**src/sv/irhc_pkg.sv**
```systemverilog
package irhc_pkg;

    localparam int unsigned WordW  = 16;
    localparam int unsigned IndexW = 6;

    localparam logic [3:0] ST_OK       = 4'd0;
    localparam logic [3:0] ST_SHORT    = 4'd1;
    localparam logic [3:0] ST_VERSION  = 4'd2;
    localparam logic [3:0] ST_HDRLEN   = 4'd3;
    localparam logic [3:0] ST_TOTLEN   = 4'd4;
    localparam logic [3:0] ST_PROTO    = 4'd5;
    localparam logic [3:0] ST_SOURCE   = 4'd6;
    localparam logic [3:0] ST_OFFSET   = 4'd7;
    localparam logic [3:0] ST_OVERLIM  = 4'd8;
    localparam logic [3:0] ST_CHECKSUM = 4'd9;

    localparam logic [IndexW-1:0] WIDX_FIRST  = 6'd0;
    localparam logic [IndexW-1:0] WIDX_TOTLEN = 6'd1;
    localparam logic [IndexW-1:0] WIDX_FRAG   = 6'd3;
    localparam logic [IndexW-1:0] WIDX_PROTO  = 6'd4;
    localparam logic [IndexW-1:0] WIDX_SRC_HI = 6'd6;
    localparam logic [IndexW-1:0] WIDX_SRC_LO = 6'd7;
    localparam logic [IndexW-1:0] WIDX_MAX    = 6'd63;

    localparam logic [15:0] MIN_HDR_BYTES = 16'd20;
    localparam logic [3:0]  IP_VERSION4   = 4'd4;

    localparam logic [7:0] PROTO_HOPOPT = 8'd0;
    localparam logic [7:0] PROTO_ICMP   = 8'd1;
    localparam logic [7:0] PROTO_TCP    = 8'd6;
    localparam logic [7:0] PROTO_UDP    = 8'd17;

    localparam logic [3:0]  MCAST_PREFIX = 4'he;
    localparam logic [12:0] OFFSET_MAX   = 13'h1fff;

    typedef struct packed {
        logic [WordW-1:0] header_word;
        logic             first_word;
        logic             last_word;
        logic [15:0]      segment_bytes;
        logic [15:0]      packet_bytes;
        logic             offload_sum_good;
        logic             offload_sum_bad;
    } t_irhc_req;

    typedef struct packed {
        logic [3:0]  status;
        logic [15:0] trim_bytes;
        logic [7:0]  protocol;
        logic [5:0]  header_bytes;
    } t_irhc_rslt;

endpackage

```
**src/sv/ipv4_rx_header_checker_core.sv**
```systemverilog
// channel  | valid       | stall       | payload
// ---------+-------------+-------------+------------------------------
// input    | i_in_valid  | o_in_stall  | i_in_req   (t_irhc_req)
// output   | o_out_valid | i_out_stall | o_out_rslt (t_irhc_rslt)
//
// One header word per cycle while o_in_stall is low. A word is registered on
// acceptance and then folded into the header state; a last word's verdict
// lands in the result register in that same cycle, and the state is cleared.
// Reset (synchronous, active low) clears the header state and both valids.
// A stalled result blocks only a later last word; other words keep flowing.
module ipv4_rx_header_checker_core
    import irhc_pkg::*;
(
    input  logic       i_clk,
    input  logic       i_rst_n,
    input  logic       i_in_valid,
    output logic       o_in_stall,
    input  t_irhc_req  i_in_req,
    output logic       o_out_valid,
    input  logic       i_out_stall,
    output t_irhc_rslt o_out_rslt
);

    logic        r_s1_valid;
    t_irhc_req   r_s1;
    logic        r_out_valid;
    t_irhc_rslt  r_out;

    logic [IndexW-1:0] r_widx;
    logic [15:0]       r_sum;
    logic [7:0]        r_vihl;
    logic [15:0]       r_tot;
    logic [15:0]       r_frag;
    logic [7:0]        r_proto;
    logic [31:0]       r_src;
    logic [15:0]       r_seg;
    logic [15:0]       r_pkt;
    logic              r_ol_good;
    logic              r_ol_bad;

    logic [IndexW-1:0] b_widx;
    logic [15:0]       b_sum;
    logic [7:0]        b_vihl;
    logic [15:0]       b_tot;
    logic [15:0]       b_frag;
    logic [7:0]        b_proto;
    logic [31:0]       b_src;

    logic [IndexW-1:0] n_widx;
    logic [15:0]       n_sum;
    logic [7:0]        n_vihl;
    logic [15:0]       n_tot;
    logic [15:0]       n_frag;
    logic [7:0]        n_proto;
    logic [31:0]       n_src;
    logic [15:0]       n_seg;
    logic [15:0]       n_pkt;
    logic              n_ol_good;
    logic              n_ol_bad;

    logic [IndexW-1:0] covered;
    logic [16:0]       sum_raw;
    logic [15:0]       sum_fold;
    logic [15:0]       hdr16;
    logic [16:0]       end_sum;
    logic              src_bad;
    logic              proto_ok;
    t_irhc_rslt        n_rslt;

    logic out_free;
    logic s1_adv;
    logic in_acc;
    logic s1_done;

    assign out_free   = !r_out_valid || !i_out_stall;
    assign s1_adv     = r_s1_valid && (!r_s1.last_word || out_free);
    assign o_in_stall = r_s1_valid && !s1_adv;
    assign in_acc     = i_in_valid && !o_in_stall;
    assign s1_done    = s1_adv && r_s1.last_word;

    always_comb begin
        b_widx    = r_widx;
        b_sum     = r_sum;
        b_vihl    = r_vihl;
        b_tot     = r_tot;
        b_frag    = r_frag;
        b_proto   = r_proto;
        b_src     = r_src;
        n_seg     = r_seg;
        n_pkt     = r_pkt;
        n_ol_good = r_ol_good;
        n_ol_bad  = r_ol_bad;
        if (r_s1.first_word) begin
            b_widx    = '0;
            b_sum     = '0;
            b_vihl    = '0;
            b_tot     = '0;
            b_frag    = '0;
            b_proto   = '0;
            b_src     = '0;
            n_seg     = r_s1.segment_bytes;
            n_pkt     = r_s1.packet_bytes;
            n_ol_good = r_s1.offload_sum_good;
            n_ol_bad  = r_s1.offload_sum_bad;
        end

        n_vihl   = (b_widx == WIDX_FIRST) ? r_s1.header_word[15:8] : b_vihl;
        covered  = {1'b0, n_vihl[3:0], 1'b0};
        sum_raw  = {1'b0, b_sum} + {1'b0, r_s1.header_word};
        sum_fold = sum_raw[16] ? (sum_raw[15:0] + 16'd1) : sum_raw[15:0];

        n_sum   = b_sum;
        n_tot   = b_tot;
        n_frag  = b_frag;
        n_proto = b_proto;
        n_src   = b_src;
        if (b_widx < covered) begin
            n_sum = sum_fold;
            case (b_widx)
                WIDX_TOTLEN: n_tot   = r_s1.header_word;
                WIDX_FRAG:   n_frag  = r_s1.header_word;
                WIDX_PROTO:  n_proto = r_s1.header_word[7:0];
                WIDX_SRC_HI: n_src   = {r_s1.header_word, b_src[15:0]};
                WIDX_SRC_LO: n_src   = {b_src[31:16], r_s1.header_word};
                default:     n_src   = b_src;
            endcase
        end
        n_widx = (b_widx == WIDX_MAX) ? b_widx : b_widx + 6'd1;
    end

    // verdict, first failing check wins
    always_comb begin
        hdr16    = {10'd0, n_vihl[3:0], 2'b00};
        end_sum  = {1'b0, n_frag[12:0], 3'b000} + {1'b0, n_tot};
        src_bad  = (n_src == 32'd0) || (n_src == 32'hffff_ffff)
                   || (n_src[31:28] == MCAST_PREFIX);
        proto_ok = (n_proto == PROTO_HOPOPT) || (n_proto == PROTO_ICMP)
                   || (n_proto == PROTO_TCP) || (n_proto == PROTO_UDP);

        n_rslt.protocol     = n_proto;
        n_rslt.header_bytes = hdr16[5:0];
        n_rslt.trim_bytes   = '0;
        n_rslt.status       = ST_OK;
        if (n_seg < MIN_HDR_BYTES) begin
            n_rslt.status = ST_SHORT;
        end else if (n_vihl[7:4] != IP_VERSION4) begin
            n_rslt.status = ST_VERSION;
        end else if (hdr16 > n_seg || hdr16 < MIN_HDR_BYTES || n_pkt == hdr16) begin
            n_rslt.status = ST_HDRLEN;
        end else if (n_tot <= hdr16 || n_tot > n_pkt) begin
            n_rslt.status = ST_TOTLEN;
        end else begin
            n_rslt.trim_bytes = n_pkt - n_tot;
            if (!proto_ok) begin
                n_rslt.status = ST_PROTO;
            end else if (src_bad) begin
                n_rslt.status = ST_SOURCE;
            end else if (n_frag[13] && n_frag[12:0] == OFFSET_MAX) begin
                n_rslt.status = ST_OFFSET;
            end else if (end_sum[16]) begin
                n_rslt.status = ST_OVERLIM;
            end else if (n_ol_good) begin
                n_rslt.status = ST_OK;
            end else if (n_ol_bad || n_sum != 16'hffff) begin
                n_rslt.status = ST_CHECKSUM;
            end
        end
    end

    always_ff @(posedge i_clk) begin
        if (!i_rst_n) begin
            r_s1_valid <= 1'b0;
        end else if (in_acc) begin
            r_s1_valid <= 1'b1;
        end else if (s1_adv) begin
            r_s1_valid <= 1'b0;
        end
    end

    always_ff @(posedge i_clk) begin
        if (in_acc) begin
            r_s1 <= i_in_req;
        end
    end

    always_ff @(posedge i_clk) begin
        if (!i_rst_n) begin
            r_out_valid <= 1'b0;
        end else if (s1_done) begin
            r_out_valid <= 1'b1;
        end else if (!i_out_stall) begin
            r_out_valid <= 1'b0;
        end
    end

    always_ff @(posedge i_clk) begin
        if (s1_done) begin
            r_out <= n_rslt;
        end
    end

    always_ff @(posedge i_clk) begin
        if (!i_rst_n || s1_done) begin
            r_widx    <= '0;
            r_sum     <= '0;
            r_vihl    <= '0;
            r_tot     <= '0;
            r_frag    <= '0;
            r_proto   <= '0;
            r_src     <= '0;
            r_seg     <= '0;
            r_pkt     <= '0;
            r_ol_good <= 1'b0;
            r_ol_bad  <= 1'b0;
        end else if (s1_adv) begin
            r_widx    <= n_widx;
            r_sum     <= n_sum;
            r_vihl    <= n_vihl;
            r_tot     <= n_tot;
            r_frag    <= n_frag;
            r_proto   <= n_proto;
            r_src     <= n_src;
            r_seg     <= n_seg;
            r_pkt     <= n_pkt;
            r_ol_good <= n_ol_good;
            r_ol_bad  <= n_ol_bad;
        end
    end

    assign o_out_valid = r_out_valid;
    assign o_out_rslt  = r_out;

    a_verdict_lands: assert property (@(posedge i_clk) disable iff (!i_rst_n)
        s1_done |=> (o_out_valid && r_widx == '0 && r_sum == '0))
        else $error("verdict not registered or header state not cleared");

    a_no_overwrite: assert property (@(posedge i_clk) disable iff (!i_rst_n)
        (r_out_valid && i_out_stall) |-> !s1_done)
        else $error("pending result overwritten");

    a_status_range: assert property (@(posedge i_clk) disable iff (!i_rst_n)
        o_out_valid |-> (o_out_rslt.status <= ST_CHECKSUM))
        else $error("status code out of range");

    a_trim_zero: assert property (@(posedge i_clk) disable iff (!i_rst_n)
        (o_out_valid && o_out_rslt.status >= ST_SHORT && o_out_rslt.status <= ST_TOTLEN)
        |-> (o_out_rslt.trim_bytes == '0))
        else $error("trim given for a length failure");

endmodule

```
**config.mk**
```make
export PLATFORM = sky130hd
export DESIGN_NAME = ipv4_rx_header_checker_core
export DESIGN_NICKNAME = d
export VERILOG_FILES = /design/src/sv/irhc_pkg.sv /design/src/sv/ipv4_rx_header_checker_core.sv
export SDC_FILE = /design/constraint.sdc
export NUM_CORES = 1
export LEC_CHECK = 0
export BUFFER_PORTS_ARGS = -buffer_cell sky130_fd_sc_hd__buf_2
export CAP_MARGIN = 30
export CORE_MARGIN = 5
export CORE_UTILIZATION = 50
export CTS_CLUSTER_SIZE = 30
export DETAILED_ROUTE_END_ITERATION = 7
export PLACE_DENSITY = 0.79
export SLEW_MARGIN = 30
export SYNTH_ARGS = -nofsm -noshare
export SYNTH_HDL_FRONTEND = slang
export SYNTH_SLANG_ARGS = --single-unit
export TNS_END_PERCENT = 1
```
**constraint.sdc**
```tcl
create_clock -name i_clk -period 19.16 [get_ports i_clk]
set_input_delay 2.874 -clock i_clk [delete_from_list [all_inputs] [get_ports i_clk]]
set_output_delay 2.874 -clock i_clk [all_outputs]
set_load 0.05 [all_outputs]
```
==> flow_summary_export.csv <==
group,metric,value,unit
global_routing,grt_pass1_wl,53990,um
synthesis,yosysMostFrequentCell,"nor2_1",
power,p_leak,5.449,nW
sta,rsz0062_at_grt,"no",
detailed_routing,routed_wl,33570,um
critical_path,worstSetupEndpointType,"flop",
detailed_routing,wl_per_cell,18.28,um
place,globalplace.congestion,0.9236,
detailed_routing,postRouteAntennaNets,0,
synthesis,synth-edff-count,84,
synthesis,seq_area_frac_synth,41.38,%
sta,hold-worst-slack,0.4518,ns
worst_hold_path,hp-start,"r_sum[13]",
synthesis,yosys-top-cells-count,"nor2_1, dfxtp_1, nand2_1, a21oi_1, edfxtp_1",
die,floorplan.initialDensity,50.62,%
detailed_routing,vias,11143,
clocking,cts_tree,"yes",
sta,drv_slew,0,
critical_path,slowest_stage,"o21a_1",
die,pin_count,92,
synthesis,synthCells,1453,
sta,fmax,115.3,MHz
detailed_routing,drt-initial-drc-count,1128,
synthesis,yosys_warnings,0,
synthesis,synthesis.area,12670,um^2
critical_path,crit_path_start_kind,"flop",
final_layout,drive_gt1_share,13.74,%
synthesis,synthArstFlopShare,0,%
global_routing,antenna_found_initial,0,
detailed_routing,dr.pass1.iters,5,
sta,finalSetupViolations,0,
worst_hold_path,hp-class,"flop to flop",
sta,max_slew_margin,37.81,%
global_routing,grt_pass1_vias,10612,
clocking,insertion_delay,0.55,ns
detailed_routing,drc_errors,0,
final_layout,syn2layout_area_growth,11.41,%
detailed_routing,vias_per_cell,6.066,
global_routing,grt-ovfl-total,0,
synthesis,synthTopCellsByArea,"dfxtp_1, edfxtp_1, nor2_1",
flow_run,maxCapViolCount,0,
clocking,clock-sinks,220,
clocking,ctsRootBufferMaster,"clkbuf_16",
outcome,status,"complete, no violations",
critical_path,worstPathRequired,19.52,ns
global_routing,grt_usage,22.63,%
power,ir_drop,62.47,uV
critical_path,worstSetupStartpoint,"r_s1[35]",
synthesis,synthFlopType,"dfxtp_1",
critical_path,critPathMaxFanout,49,
die,die_x,169.2,um
die,dieArea,28630,um^2
clocking,ctsHoldBuffers,0,
synthesis,ys_ff_latch,220,
sta,tightest_slew,0.9328,ns
final_layout,final_area,14120,um^2
critical_path,crit_family,"compound AO/OA/AOI/OAI gates",
synthesis,synth_top_area_cell,"dfxtp_1",
final_layout,insertedDiodeCount,0,
synthesis,syn_avg_cell_area,8.723,um^2
synthesis,yosys.area.top_type_share,21.48,%
critical_path,r2r-start,"r_s1[35]",
sta,hold_violations,0,
clocking,clk_pin_slew,0.06,ns
place,dp_hpwl,22390,um
die,dieHeight,169.2,um
sta,timing.final.crit_share,45.28,%
place,io_buffers,89,
critical_path,critPathBufInv,4,
clocking,post_cts_resize_count,0,
sta,skew,0.02006,ns
power,pwr_density_cell,84.10,nW/um^2
clocking,cts_setup_buffers,0,
clocking,cts_buffer_depth,3,
critical_path,path_class,"flop to flop",
die,core-area,25040,um^2
synthesis,yosysUniqueCellTypes,85,
sta,period_minus_slack,8.675,ns
place,postPlaceCellArea,13250,um^2
critical_path,worstPathArrival,9.04,ns
final_layout,fin_nets,1597,
sta,setup_tns,0,ns
critical_path,critPathMaxStageDelay,0.80,ns
clocking,cts_max_level,1,
die,placement_rows,58,
sta,final.setup.worst_slack,10.49,ns
global_routing,grt_max_degree,86,
clocking,cts_made_buffers,26,
place,pre_cts_ws,10.75,ns
metrics by stage:
| step | instances | total power [mW] | utilization [%] |
|---|---|---|---|
| final | 1837 | 1.188 | 56.40 |
| after global routing | 1837 | 1.234 | 56.40 |
| after CTS | 1837 | 1.194 | 56.37 |
| after detailed placement | 1789 | 0.6941 | 52.90 |
| after global placement | 1789 | 0.6904 | 52.88 |
| after floorplan | 1454 | 0.6510 | - |
power by group:
part | switching, mW | total [mW] | leakage, nW | internal (mW)
clock | 0.204 | 0.499 | 0.419 | 0.295
combinational | 0.111 | 0.172 | 3.10 | 0.0611
sequential | 0.0132 | 0.517 | 1.93 | 0.504
flip-flops by register name (all words and copies together) (netlist names), 14 cells and up:
name and count:
r_s1 52, o_out_rslt 32, r_src 32, r_pkt 16
r_seg 16, r_sum 16, r_tot 16, r_frag 14
tightest hold or removal path, stage by stage (launching register included):
cell and delay (ns):
dfxtp_1 0.31, nand2_1 0.05, a21oi_1 0.05
cell usage in the layout, fill, tap and decap left out, drive strengths merged, types with 40 or more instances in the layout:
cell    count
nor2      182
dfxtp     136
nand2     135
a21oi     124
buf       108
edfxtp     84
inv        61
ha         52
a211oi     49
a22oi      43
o21ai      41
nor3       40
layout make-up:
| cell class | count | area [um^2] |
|---|---|---|
| fill | 2196 | 10920 |
| clock inverter | 18 | 191.4 |
| multi-input combinational | 1071 | 6783 |
| inverter | 60 | 225.2 |
| timing repair buffer | 108 | 588.1 |
| sequential | 220 | 5245 |
| tap | 330 | 412.9 |
| clock buffer | 30 | 675.6 |
worst paths after layout:
| path | cells past startpoint | to | slack (ns) |
|---|---|---|---|
| min reg2reg | 2 | r_sum[13] | 0.45 |
| max | 28 | o_out_rslt[27] | 10.49 |
| max reg2reg | 28 | o_out_rslt[27] | 10.49 |
| min | 2 | r_sum[13] | 0.45 |
routing by layer:
metal / share of wire [%] / vias up / global-route usage (%)
li1: - / 5359 / -
met1: 43 / 5234 / 30.50
met2: 46 / 454 / 36.88
met3: 7.2 / 96 / 3.354
met4: 4.0 / 0 / 8.995
met5: 0 / - / 0
cell families after synthesis:
family / Yosys count / share of synthesized area (%)
multiplexers: 30 / 2.507
buffers and inverters: 163 / 5.380
AND/OR/NAND/NOR: 553 / 21.43
other: 1 / 0.02959
XOR/XNOR: 41 / 2.892
flip-flops: 220 / 41.38
AO/OA/AOI/OAI: 391 / 20.93
adder cells (fa/ha/maj): 54 / 5.449
Note: power is estimated with default switching activity, not from simulation.
